<file path="src/rtl/rchd_pkg.sv">
`timescale 1ns / 1ps

package rchd_pkg;

  // Field widths of one input and one result item.
  localparam int ByteW    = 8;
  localparam int ValueW   = 64;
  localparam int LenW     = 4;
  localparam int ColW     = 16;
  localparam int ClassW   = 4;
  localparam int SizeW    = 63;
  localparam int OffW     = 32;
  localparam int InDataW  = 8;
  localparam int OutDataW = 184;

  // A varint has at most this many bytes; the last one carries all eight bits.
  localparam logic [LenW-1:0] MaxVarintBytes = 4'd9;
  localparam logic [LenW-1:0] FullByteIdx    = 4'd8;

  // Serial types below this value have fixed classes and sizes.
  localparam logic [ValueW-1:0] FirstVarSerial = 64'd12;
  localparam logic [SizeW-1:0]  VarSizeBias    = 63'd6;

  localparam logic [OffW-1:0] OffMax = 32'hFFFF_FFFF;
  localparam logic [ColW-1:0] ColMax = 16'hFFFF;

  // Kind of a decoded varint; also the decoding phase of a cell.
  typedef enum logic [1:0] {
    KIND_PAYLOAD  = 2'd0,
    KIND_ROWID    = 2'd1,
    KIND_HDR_SIZE = 2'd2,
    KIND_SERIAL   = 2'd3
  } kind_t;

  // Type classes.
  localparam logic [ClassW-1:0] CLS_NULL     = 4'd0;
  localparam logic [ClassW-1:0] CLS_INT8     = 4'd1;
  localparam logic [ClassW-1:0] CLS_INT16    = 4'd2;
  localparam logic [ClassW-1:0] CLS_INT24    = 4'd3;
  localparam logic [ClassW-1:0] CLS_INT32    = 4'd4;
  localparam logic [ClassW-1:0] CLS_INT48    = 4'd5;
  localparam logic [ClassW-1:0] CLS_INT64    = 4'd6;
  localparam logic [ClassW-1:0] CLS_FLOAT64  = 4'd7;
  localparam logic [ClassW-1:0] CLS_ZERO     = 4'd8;
  localparam logic [ClassW-1:0] CLS_ONE      = 4'd9;
  localparam logic [ClassW-1:0] CLS_RESERVED = 4'd10;
  localparam logic [ClassW-1:0] CLS_BLOB     = 4'd11;
  localparam logic [ClassW-1:0] CLS_TEXT     = 4'd12;

  // One completed varint passed from the front to the back.
  typedef struct packed {
    kind_t             kind;
    logic [ValueW-1:0] value;
    logic [LenW-1:0]   len;
    logic              last;
  } varint_t;

  // Class of a fixed serial type (codes 0 to 11).
  function automatic logic [ClassW-1:0] small_class(input logic [3:0] code);
    logic [ClassW-1:0] cls;
    case (code)
      4'd0:    cls = CLS_NULL;
      4'd1:    cls = CLS_INT8;
      4'd2:    cls = CLS_INT16;
      4'd3:    cls = CLS_INT24;
      4'd4:    cls = CLS_INT32;
      4'd5:    cls = CLS_INT48;
      4'd6:    cls = CLS_INT64;
      4'd7:    cls = CLS_FLOAT64;
      4'd8:    cls = CLS_ZERO;
      4'd9:    cls = CLS_ONE;
      default: cls = CLS_RESERVED;
    endcase
    return cls;
  endfunction

  // Content size of a fixed serial type (codes 0 to 11).
  function automatic logic [3:0] small_size(input logic [3:0] code);
    logic [3:0] sz;
    case (code)
      4'd1:    sz = 4'd1;
      4'd2:    sz = 4'd2;
      4'd3:    sz = 4'd3;
      4'd4:    sz = 4'd4;
      4'd5:    sz = 4'd6;
      4'd6:    sz = 4'd8;
      4'd7:    sz = 4'd8;
      default: sz = 4'd0;
    endcase
    return sz;
  endfunction

endpackage

</file>
<file path="src/rtl/record_cell_header_decoder_unit.sv">
`timescale 1ns / 1ps
// Record cell header decoder.
// Input channel (in_*): one cell byte per item; in_tuser marks the first
// byte of a new cell. Output channel (out_*): one item per completed varint:
// payload size, row id, header size, then one item per column serial type
// with its type class, content size, running content offset and column
// number. out_tlast is set on the item that uses up the record header.
// Bytes that do not finish a varint, and bytes past the header, give no item.
// A varint's final byte, once accepted, writes the varint into the queue; from
// there it is loaded into the output register, which drives out_tvalid.
// Throughput: one byte per cycle while the queue is not full; the front assembles
// a varint byte each cycle and the back classifies one varint each cycle.
// A two-entry queue sits between front and back; when the receiver stalls
// the queue fills and in_tready drops once both entries are held, and it
// rises again as soon as one entry drains.
// Reset (synchronous, rst_n low) empties the queue and output register and
// leaves the decoder expecting a payload size varint.
module record_cell_header_decoder_unit import rchd_pkg::*; (
  input  logic                clk,
  input  logic                rst_n,
  input  logic                in_tvalid,
  output logic                in_tready,
  input  logic [InDataW-1:0]  in_tdata,   // [7:0] cell_byte
  input  logic                in_tuser,   // [0] cell_start
  output logic                out_tvalid,
  input  logic                out_tready,
  output logic [OutDataW-1:0] out_tdata,  // [63:0] value, [67:64] varint_length,
                                          // [83:68] column_index, [87:84] type_class,
                                          // [150:88] content_size,
                                          // [182:151] content_offset, [183] zero
  output logic [1:0]          out_tuser,  // [1:0] kind
  output logic                out_tlast   // last
);

  logic    push, q_full, q_not_empty, pop;
  varint_t push_data, head;
  kind_t   out_kind;

  assign out_tuser = out_kind;

  rchd_front u_front (
    .clk       (clk),
    .rst_n     (rst_n),
    .in_valid  (in_tvalid),
    .in_ready  (in_tready),
    .in_byte   (in_tdata),
    .in_start  (in_tuser),
    .push      (push),
    .push_data (push_data),
    .q_full    (q_full)
  );

  rchd_queue u_queue (
    .clk       (clk),
    .rst_n     (rst_n),
    .push      (push),
    .push_data (push_data),
    .full      (q_full),
    .not_empty (q_not_empty),
    .pop       (pop),
    .head      (head)
  );

  rchd_back u_back (
    .clk         (clk),
    .rst_n       (rst_n),
    .q_not_empty (q_not_empty),
    .head        (head),
    .pop         (pop),
    .out_valid   (out_tvalid),
    .out_ready   (out_tready),
    .out_data    (out_tdata),
    .out_kind    (out_kind),
    .out_last    (out_tlast)
  );

endmodule

</file>
<file path="src/rtl/rchd_front.sv">
`timescale 1ns / 1ps

module rchd_front import rchd_pkg::*; (
  input  logic             clk,
  input  logic             rst_n,
  input  logic             in_valid,
  output logic             in_ready,
  input  logic [ByteW-1:0] in_byte,
  input  logic             in_start,
  output logic             push,
  output varint_t          push_data,
  input  logic             q_full
);

  logic [ValueW-1:0] acc_r, acc_nxt;
  logic [LenW-1:0]   nbytes_r, nbytes_nxt;
  kind_t             phase_r, phase_nxt;
  logic [OffW-1:0]   hdr_size_r, hdr_size_nxt;
  logic [OffW-1:0]   hdr_used_r, hdr_used_nxt;

  logic [ValueW-1:0] acc_e, acc_new;
  logic [LenW-1:0]   nbytes_e, len;
  kind_t             phase_e;
  logic [OffW-1:0]   hsize_e, hused_e, hsize_v;
  logic [OffW:0]     used_sum;
  logic [OffW-1:0]   used_new;
  logic              accept, skip, done;

  assign in_ready = !q_full;
  assign accept   = in_valid && in_ready;

  // Assemble varints and keep the header byte count.
  always_comb begin
    acc_e    = in_start ? '0 : acc_r;
    nbytes_e = in_start ? '0 : nbytes_r;
    phase_e  = in_start ? KIND_PAYLOAD : phase_r;
    hsize_e  = in_start ? '0 : hdr_size_r;
    hused_e  = in_start ? '0 : hdr_used_r;

    skip = (phase_e == KIND_SERIAL) && (hused_e >= hsize_e);

    if (nbytes_e >= FullByteIdx) begin
      acc_new = {acc_e[ValueW-9:0], in_byte};
      done    = 1'b1;
    end else begin
      acc_new = {acc_e[ValueW-8:0], in_byte[6:0]};
      done    = !in_byte[7];
    end
    len = nbytes_e + 4'd1;

    hsize_v  = (|acc_new[ValueW-1:OffW]) ? OffMax : acc_new[OffW-1:0];
    used_sum = {1'b0, hused_e} + {{(OffW+1-LenW){1'b0}}, len};
    used_new = used_sum[OffW] ? OffMax : used_sum[OffW-1:0];

    acc_nxt      = acc_e;
    nbytes_nxt   = nbytes_e;
    phase_nxt    = phase_e;
    hdr_size_nxt = hsize_e;
    hdr_used_nxt = hused_e;
    push         = 1'b0;
    push_data.kind  = phase_e;
    push_data.value = acc_new;
    push_data.len   = len;
    push_data.last  = 1'b0;

    if (!skip) begin
      if (!done) begin
        acc_nxt    = acc_new;
        nbytes_nxt = len;
      end else begin
        acc_nxt    = '0;
        nbytes_nxt = '0;
        push       = accept;
        case (phase_e)
          KIND_PAYLOAD: phase_nxt = KIND_ROWID;
          KIND_ROWID:   phase_nxt = KIND_HDR_SIZE;
          KIND_HDR_SIZE: begin
            phase_nxt      = KIND_SERIAL;
            hdr_size_nxt   = hsize_v;
            hdr_used_nxt   = {{(OffW-LenW){1'b0}}, len};
            push_data.last = ({{(OffW-LenW){1'b0}}, len} >= hsize_v);
          end
          default: begin
            hdr_used_nxt   = used_new;
            push_data.last = (used_new >= hsize_e);
          end
        endcase
      end
    end
  end

  // Cell state registers.
  always_ff @(posedge clk) begin
    if (!rst_n) begin
      acc_r      <= '0;
      nbytes_r   <= '0;
      phase_r    <= KIND_PAYLOAD;
      hdr_size_r <= '0;
      hdr_used_r <= '0;
    end else if (accept) begin
      acc_r      <= acc_nxt;
      nbytes_r   <= nbytes_nxt;
      phase_r    <= phase_nxt;
      hdr_size_r <= hdr_size_nxt;
      hdr_used_r <= hdr_used_nxt;
    end
  end

endmodule

</file>
<file path="src/rtl/rchd_queue.sv">
`timescale 1ns / 1ps

module rchd_queue import rchd_pkg::*; (
  input  logic    clk,
  input  logic    rst_n,
  input  logic    push,
  input  varint_t push_data,
  output logic    full,
  output logic    not_empty,
  input  logic    pop,
  output varint_t head
);

  varint_t    slot_r [2];
  logic       wr_ptr_r, rd_ptr_r;
  logic [1:0] count_r, count_nxt;

  assign full      = (count_r == 2'd2);
  assign not_empty = (count_r != 2'd0);
  assign head      = slot_r[rd_ptr_r];

  // Occupancy follows pushes and pops.
  always_comb begin
    count_nxt = count_r;
    if (push && !pop) begin
      count_nxt = count_r + 2'd1;
    end else if (pop && !push) begin
      count_nxt = count_r - 2'd1;
    end
  end

  // Pointers and count.
  always_ff @(posedge clk) begin
    if (!rst_n) begin
      wr_ptr_r <= 1'b0;
      rd_ptr_r <= 1'b0;
      count_r  <= '0;
    end else begin
      count_r <= count_nxt;
      if (push) begin
        wr_ptr_r <= !wr_ptr_r;
      end
      if (pop) begin
        rd_ptr_r <= !rd_ptr_r;
      end
    end
  end

  // Entry storage.
  always_ff @(posedge clk) begin
    if (push) begin
      slot_r[wr_ptr_r] <= push_data;
    end
  end

endmodule

</file>
<file path="src/rtl/rchd_back.sv">
`timescale 1ns / 1ps

module rchd_back import rchd_pkg::*; (
  input  logic                clk,
  input  logic                rst_n,
  input  logic                q_not_empty,
  input  varint_t             head,
  output logic                pop,
  output logic                out_valid,
  input  logic                out_ready,
  output logic [OutDataW-1:0] out_data,
  output kind_t               out_kind,
  output logic                out_last
);

  logic [ColW-1:0]   col_cnt_r, col_cnt_nxt;
  logic [OffW-1:0]   off_sum_r, off_sum_nxt;
  logic              valid_r;
  kind_t             kind_r;
  logic [ValueW-1:0] value_r;
  logic [LenW-1:0]   len_r;
  logic [ColW-1:0]   col_r, col_nxt;
  logic [ClassW-1:0] cls_r, cls_nxt;
  logic [SizeW-1:0]  size_r, size_nxt;
  logic [OffW-1:0]   off_r, off_nxt;
  logic              last_r;
  logic [OffW:0]     off_add;

  assign pop       = q_not_empty && (!valid_r || out_ready);
  assign out_valid = valid_r;
  assign out_kind  = kind_r;
  assign out_last  = last_r;
  assign out_data  = {1'b0, off_r, size_r, cls_r, col_r, len_r, value_r};

  // Classify serial types and run the column and offset counters.
  always_comb begin
    col_nxt     = '0;
    cls_nxt     = '0;
    size_nxt    = '0;
    off_nxt     = '0;
    col_cnt_nxt = col_cnt_r;
    off_sum_nxt = off_sum_r;
    off_add     = '0;
    case (head.kind)
      KIND_HDR_SIZE: begin
        col_cnt_nxt = '0;
        off_sum_nxt = '0;
      end
      KIND_SERIAL: begin
        if (head.value < FirstVarSerial) begin
          cls_nxt  = small_class(head.value[3:0]);
          size_nxt = {{(SizeW-4){1'b0}}, small_size(head.value[3:0])};
        end else begin
          cls_nxt  = head.value[0] ? CLS_TEXT : CLS_BLOB;
          size_nxt = head.value[ValueW-1:1] - VarSizeBias;
        end
        col_nxt = col_cnt_r;
        off_nxt = off_sum_r;
        if (col_cnt_r != ColMax) begin
          col_cnt_nxt = col_cnt_r + 16'd1;
        end
        off_add = {1'b0, off_sum_r} + {1'b0, size_nxt[OffW-1:0]};
        if ((|size_nxt[SizeW-1:OffW]) || off_add[OffW]) begin
          off_sum_nxt = OffMax;
        end else begin
          off_sum_nxt = off_add[OffW-1:0];
        end
      end
      default: ;
    endcase
  end

  // Output valid and per-cell counters.
  always_ff @(posedge clk) begin
    if (!rst_n) begin
      valid_r   <= 1'b0;
      col_cnt_r <= '0;
      off_sum_r <= '0;
    end else begin
      if (pop) begin
        valid_r   <= 1'b1;
        col_cnt_r <= col_cnt_nxt;
        off_sum_r <= off_sum_nxt;
      end else if (out_ready) begin
        valid_r <= 1'b0;
      end
    end
  end

  // Result payload.
  always_ff @(posedge clk) begin
    if (pop) begin
      kind_r  <= head.kind;
      value_r <= head.value;
      len_r   <= head.len;
      col_r   <= col_nxt;
      cls_r   <= cls_nxt;
      size_r  <= size_nxt;
      off_r   <= off_nxt;
      last_r  <= head.last;
    end
  end

endmodule
</file>
<file path="config.mk">
export PLATFORM = sky130hd
export DESIGN_NAME = record_cell_header_decoder_unit
export DESIGN_NICKNAME = d
export VERILOG_FILES = /design/src/rtl/rchd_pkg.sv /design/src/rtl/record_cell_header_decoder_unit.sv /design/src/rtl/rchd_front.sv /design/src/rtl/rchd_queue.sv /design/src/rtl/rchd_back.sv
export SDC_FILE = /design/constraint.sdc
export NUM_CORES = 1
export LEC_CHECK = 0
export BUFFER_PORTS_ARGS = -buffer_cell sky130_fd_sc_hd__buf_2
export CAP_MARGIN = 10
export CORE_UTILIZATION = 45
export CTS_CLUSTER_DIAMETER = 80
export CTS_CLUSTER_SIZE = 25
export DETAILED_ROUTE_END_ITERATION = 16
export PLACE_DENSITY = 0.65
export SKIP_LAST_GASP = 1
export SYNTH_ARGS = -nofsm -noshare
export SYNTH_HDL_FRONTEND = slang
export SYNTH_SLANG_ARGS = --single-unit
</file>
<file path="constraint.sdc">
create_clock -name clk -period 20.6 [get_ports clk]
set_input_delay 6.18 -clock clk [delete_from_list [all_inputs] [get_ports clk]]
set_output_delay 6.18 -clock clk [all_outputs]
set_load 0.01 [all_outputs]
</file>
# After elaboration in Yosys (flattened, before gate mapping)
# Memories as Yosys holds them, arrays and structs flattened. A register that Yosys moved wholly into a read port is not among the register bits.
# Cells that the tools add are included.
# Widths: inputs -> output; s select.
word_totals:
  register_bits: 366
  mem_bits_rw: 142
  mem_bits_ro: 64
  input_bits: 13
  out_inout_bits: 189
  elab_cells: 117
  memories: 2
op_classes:
  n_addsub: 7
  n_lt_le_gt_ge: 5
  n_eq_ne: 15
  n_mux: 44
  n_reduce_logical: 25
memory_table:
  columns: ["name", "depth", "width", "rd", "rd_ports_with_merged_regs", "wr", "line_no", "source"]
  rows:
  - ["u_queue.slot_r", 2, 71, 1, 1, 1, "rchd_queue.sv:14", "varint_t slot_r [2];"]
  - ["(no name shown)", 16, 4, 1, 0, 0, "rchd_pkg.sv:61", "case (code)"]
op_table:
  columns: ["op", "count"]
  rows:
  - ["$mux 32", 10]
  - ["$mux 57", 3]
  - ["$pmux 32 s2", 2]
  - ["$mux 63", 2]
  - ["$ge 32x32->1", 2]
  - ["$lt 64x4->1 const B", 1]
  - ["$mux 64", 1]
  - ["$sub 63x3->63 const B", 1]
  - ["$add 32x32->33", 1]
  - ["$add 32x4->33", 1]
  - ["$ge 4x32->1", 1]
  - ["$pmux 16 s2", 1]
  - ["$reduce_or 32->1", 1]
  - ["$reduce_or 31->1", 1]
  - ["$pmux 4 s6", 1]
  - ["$add 16x1->16 const B", 1]
  - ["$eq 4x3->1 const B", 4]
  - ["$mux 16", 1]
  - ["$mux 4", 4]
  - ["$ne 16x16->1 const B", 1]
  - ["$mux 1", 11]
  - ["$eq 2x2->1 const B", 5]
  - ["$mux 2", 5]
  - ["$eq 4x2->1 const B", 2]
  - ["18 further kinds", 33]

# Logic depth before layout (Yosys ltp)
logic_depth:
  depth_word: 9
  ltp_mapped: 34
  ltp_nobuf: 24

# Modules after synthesis
# From an unflattened synthesis, not the netlist that was laid out.
hier_totals:
  hier_cells: 2377
  area_unflattened_um2: 25743.4
by_module_without_submodules:
  columns: ["module", "n_inst", "cells_per_inst", "area_each_um2", "seq_area_each_um2"]
  rows:
  - ["rchd_back", 1, 1072, 11622.4, 6566.3]
  - ["rchd_front", 1, 1062, 8752.1, 2542.4]
  - ["rchd_queue", 1, 243, 5368.9, 4364.2]

# Worst setup path before layout
# OpenSTA, ideal clock, no wires.
synth_timing:
  path_type: "input port to flip-flop"
  from: "in in_tuser"
  to: "mem u_queue.slot_r[0][0] (netlist name), enable pin"
  setup_time_ns: 0.502
  t_arrival_ns: 13.449
  t_required_ns: 20.098
  slack_ns: 6.649
  stages: 18
  path_buffers: 7
  path_cell_list: "clkbuf_1 buf_1 clkbuf_1 clkbuf_1 clkbuf_1 clkbuf_1 nor2b_1 ha_1 nand2b_1 a21o_1 a21o_1 a21oi_1 o21ai_0 a221o_1 a2111oi_0 o31ai_1 clkbuf_1 nor2_1"
synth_between:
  elab_chain_cells: 7
  word_cells_on_any_way: 13
  cone_classes: "2 x order compare; 1 x eq/ne; 9 x mux; 1 x reduce/logical"
synth_rtl:
  columns: ["element", "line_no", "source"]
  rows:
  - ["from (decl)", "record_cell_header_decoder_unit.sv:24", "input logic in_tuser,"]
  - ["branches (longest 4 deep; another with $ge 32x32->1)", null, null]
  - ["$mux 1 (*)", "rchd_front.sv:66", "if (!skip) begin"]
  - ["$mux 1 (*)", "rchd_queue.sv:51", "if (push) begin"]
  - ["$mux 1 (implied by the code) (*)", "rchd_queue.sv:52", "slot_r[wr_ptr_r] <= push_data;"]
  - ["to (decl)", "rchd_queue.sv:14", null]
# Mark *: on every way between the ends.

==> results by stage <==
Logic synthesis:
- The number of flops mapped to enable cells by yosys is roughly 330.
- The distinct cell type count of the synthesized netlist is 88.
- In the post-synthesis netlist, the biggest area contributors are edfxtp_1, dfxtp_1, ha_1.
- Synthesis inferred around 510 register bits.
- The top cell type by total area after synthesis is edfxtp_1.
- The synthesized netlist devotes about 11% of its cell area to compound gates.
- The simple-gate share of the synthesized area is a little under a fifth.
- Summing the areas of all xor and xnor instances in the mapped netlist gives roughly 4.0% of the synthesized area.
- After Yosys synthesis, full adders, half adders and majority gates account for ~5.2% of the synthesized area.
- When the netlist entered floorplanning its net count stood at about 2700.
- The synthesized area is between 20000 and 30000 um2.
- The post-synthesis average cell area is 10.07 um2.
- The multiplexer area fraction after synthesis is between 5 and 6%.
- The count of yosys warnings during synthesis is 0.
- The most instantiated flip-flop cell in the synthesis netlist is edfxtp_1.
- After synthesis, the largest family of logic cells by area is simple AND/OR/NAND/NOR gates.
- The area share of the leading cell type in the synthesized netlist is a little under two fifths.
- Sequential elements use between 50 and 60% of the synthesized area.
- Counting flops with an async set or reset pin after synthesis yields a share of 0%.
- Synthesis produced between 2000 and 3000 cells.

Global route:
- Global routing finished with a remaining overflow of 0.
- The initial antenna violation count is 0.
- The total routing resource utilization after global routing is a little over a fifth.
- The number of global-route vias before repair was between 15000 and 20000.
- The global-route wire length before repair is ~100000 um.
- Entering global routing, the biggest net connects roughly 120 pins.

Setup path:
- The count of cells along the worst register-to-register path is 21.
- The dominant delay contributor by cell family on the critical path is compound AO/OA/AOI/OAI gates.
- The stage delay of the slowest cell on the critical path is ~0.62 ns.
- The data arrival at the endpoint of the critical path is around 12 ns.
- Among all stages on the critical path, the largest delay is contributed by or4_1.
- The capture instance of the worst register-to-register path is u_back.off_sum_r[31].
- For flop-to-flop paths, the worst setup slack is between 10 and 15 ns.
- STA puts the critical path data required time at between 20 and 25 ns.
- The cell type with the highest occurrence count on the critical path is a21o_1.
- The category of the worst setup path launch point is an input pin.
- The maximum fanout along the worst path is 46.
- The worst setup path is of the input pin to flip-flop kind.
- The worst setup path is captured at a flip-flop.
- The sum of buffers and inverters on the critical path is 3.

Placement:
- The post-detailed-placement half-perimeter wirelength is roughly 49000 um.
- The cell area after placement is roughly 28000 um2.
- In this run the tool buffered the top-level ports with 200 buffer cells.
- Timing analysis after detailed placement gives a worst setup slack of about 8.6 ns.
- The congestion estimate from routability-driven global placement came to 0.9254.

Floorplanning:
- The top-level port count is about 200.
- The region available for standard cell placement spans slightly below 60000 um2.
- The area enclosed by the die boundary is 59330 um2.
- The starting density of the core is about 46%.
- In this run the core area contains 88 standard-cell rows.
- The height of the die is around 240 um.
- The die is approximately 240 um wide.

Worst hold path:
- The min-delay analysis places its worst path in the category flip-flop to flip-flop.
- The path with the worst hold slack has its endpoint at u_front.hdr_used_r[2].
- Counting instances, the worst hold path has a depth of 2.
- The origin of the worst min-delay path is u_front.hdr_used_r[2].

Timing:
- The sum of negative setup slack is 0 ns.
- Setup repair after global routing left no endpoint under its margin.
- The count of endpoints failing hold in the final timing report came to 0.
- Across the routed clock network, the largest skew measured is 0.02708 ns.
- At the pin with the least slew margin, the transition time is around 1.2 ns.
- After layout, the minimum clock period comes to roughly 11 ns.
- Of the available clock period, the critical path in the final layout requires 54.95%.
- Timing would allow up to 88.34 MHz.
- The least setup slack across all paths after layout is 9.280 ns.
- The number of setup violations in the final report is 0.
- The final number of max-transition violations is 0.
- The normalized max-slew margin is between 10% and 20%.

Routing:
- After detailed routing, the average wire length per cell comes to 19.17 um.
- The highest metal layer with signal wires is met4.
- The wire length the detailed router placed on met1 is 31980 um.
- The violation count after the first detailed-route iteration is 1806.
- The final routed DRC violation total is 0.
- The number of antenna-violating nets in the routed design is 0.
- The pre-antenna-repair detailed-routing pass consisted of 8 iterations.
- After detailed routing, the met3 layer carries 4031 um of wire.
- The sum of routed wire length over all layers is about 67000 um.
- The routed length on met2 is between 20000 and 30000 um.
- The number of vias per cell after detailed routing is around 5.7.
- The total number of vias is 19940.

Power:
- The total power is 2.979 mW.
- The total power divided by cell area is 103.0 nW/um2.
- Across the VDD grid, the largest voltage drop is around 0.07 mV.
- The leakage power total is 10.78 nW.

Finish:
- The area of combinational cells with multiple inputs is between 10000 and 15000 um2.
- The repair_antennas step left the layout with diodes totalling 0.
- The final cell area excluding filler cells is 28930 um2.
- Across the whole layout, storage elements account for between 10000 and 15000 um2.
- Compared with the post-synthesis result, the final layout area differs by 10.17%.
- The share of cells above drive strength 1 is ~14%.
- The final layout contains roughly 2800 nets.
- The filler cell count is about 5300.

Status:
- The run finished with clean final reports.

Clock tree:
- The number of levels in the clock H-tree is 1.
- The register clock-pin slew on the reported worst setup and hold paths is about 0.090 ns.
- The clock tree from TritonCTS is yes.
- The post-CTS setup-driven buffer insertion count is 0.
- The post-cts repair resize count is 0.
- The hold-fix buffer count after cts is 0.
- The later pin in the worst-skew pair is clocked with a latency of around 0.62 ns.
- The number of buffers on the longest clock path is 3.
- The total CTS buffers is 30.
- The clock sink total is between 500 and 600.
- The cell sitting at the root of the clock tree is a clkbuf_16.

Run:
- The count of max-cap constraint violations is 0.
## cell usage after synthesis, types with 8 or more instances
cell type and n:
and2_1 10, or2_2 9, or3_1 17, buf_1 26, ha_1 106, a21oi_1 147, nor2b_1 35, nor3b_1 22
mux2_2 44, xor2_1 32, a211oi_1 12, nand2b_1 18, edfxtp_1 328, clkbuf_1 106, nand2_1 294, nor3_1 104
o21ai_1 33, nand4_1 24, buf_2 8, o31ai_1 12, and3_1 61, nor2_1 246, o21bai_1 8, mux2i_1 92
o22ai_1 8, o21ai_0 150, a22o_1 8, a21o_1 35, nor4_1 31, inv_1 62, dfxtp_1 181, xnor2_1 87
nand3_1 114
## cell type report
class | count | area share, %
tap | 765 | 3.308
sequential | 509 | 46.59
clock inverter | 14 | 0.7611
multi-input combinational | 1883 | 41.32
timing repair buffer | 229 | 4.221
inverter | 63 | 0.8346
clock buffer | 42 | 2.966
## power by group
part,total (mW),internal [mW],switching [mW]
clock,0.693,0.323,0.371
sequential,1.41,1.33,0.0822
combinational,0.877,0.302,0.576
total,2.98,1.95,1.03
## worst min-delay path, stage by stage (launching register included)
cell	delay, ns
dfxtp_1	0.33
nand2_1	0.04
o21ai_0	0.05
## logic make-up (layout without fill, tap and decap cells)
kind of cell,Yosys count,count (layout)
and+or+nand+nor,1023,1023
DFF,509,509
AOI/OAI and AO/OA,494,494
buffers and inverters,216,348
muxes,137,137
xor gates and xnor gates,119,119
adders and majority gates,109,109
other,1,1
## worst max path at each step
| stage | startpoint | end | slack, ns | cells past startpoint |
|---|---|---|---|---|
| after floorplan | in_tuser | u_queue.slot_r[0][0] | 6.65 | 18 |
| after global placement | in_tuser | u_queue.slot_r[0][0] | 8.68 | 25 |
| after detailed placement | in_tuser | u_queue.slot_r[1][0] | 8.63 | 25 |
| after CTS | in_tuser | u_queue.slot_r[1][0] | 9.29 | 25 |
| after global routing | in_tuser | u_queue.slot_r[0][0] | 8.89 | 25 |
| final | in_tuser | u_queue.slot_r[0][0] | 9.28 | 25 |
## per-stage QoR
stage	hold WS [ns]	std cells	util, %
after floorplan	0.4173	2608	-
after global placement	0.4448	3449	48.28
after detailed placement	0.4404	3449	48.28
after CTS	0.4680	3505	50.15
final	0.4606	3505	50.15
after global routing	0.4824	3505	50.15
## registers in the layout, indices dropped and copies added (netlist names), 16 cells and up, named ones only
signal / cells
u_back.col_r: 16
u_front.hdr_used_r: 32
u_back.col_cnt_r: 16
u_back.value_r: 64
u_front.hdr_size_r: 32
u_front.acc_r: 57
u_back.off_sum_r: 32
u_back.off_r: 32
u_queue.slot_r: 142
u_back.size_r: 63
## layout by cell type, fill, tap and decap left out, types with 61 or more instances in the layout
cell / count
a21oi_1: 147
dfxtp_1: 179
mux2i_1: 92
buf_2: 199
nand3_1: 114
nor2_1: 242
ha_1: 106
nand2_1: 294
xnor2_1: 87
o21ai_0: 149
edfxtp_1: 328
nor3_1: 103
and3_1: 61
## metal layers
metal  GRT usage, %  up-vias
met5              0        -
met4          6.636        0
met3          2.412      105
met2          33.31      654
met1          32.80     9532
li1               -     9653
Note: power is estimated with default switching activity, not from simulation.
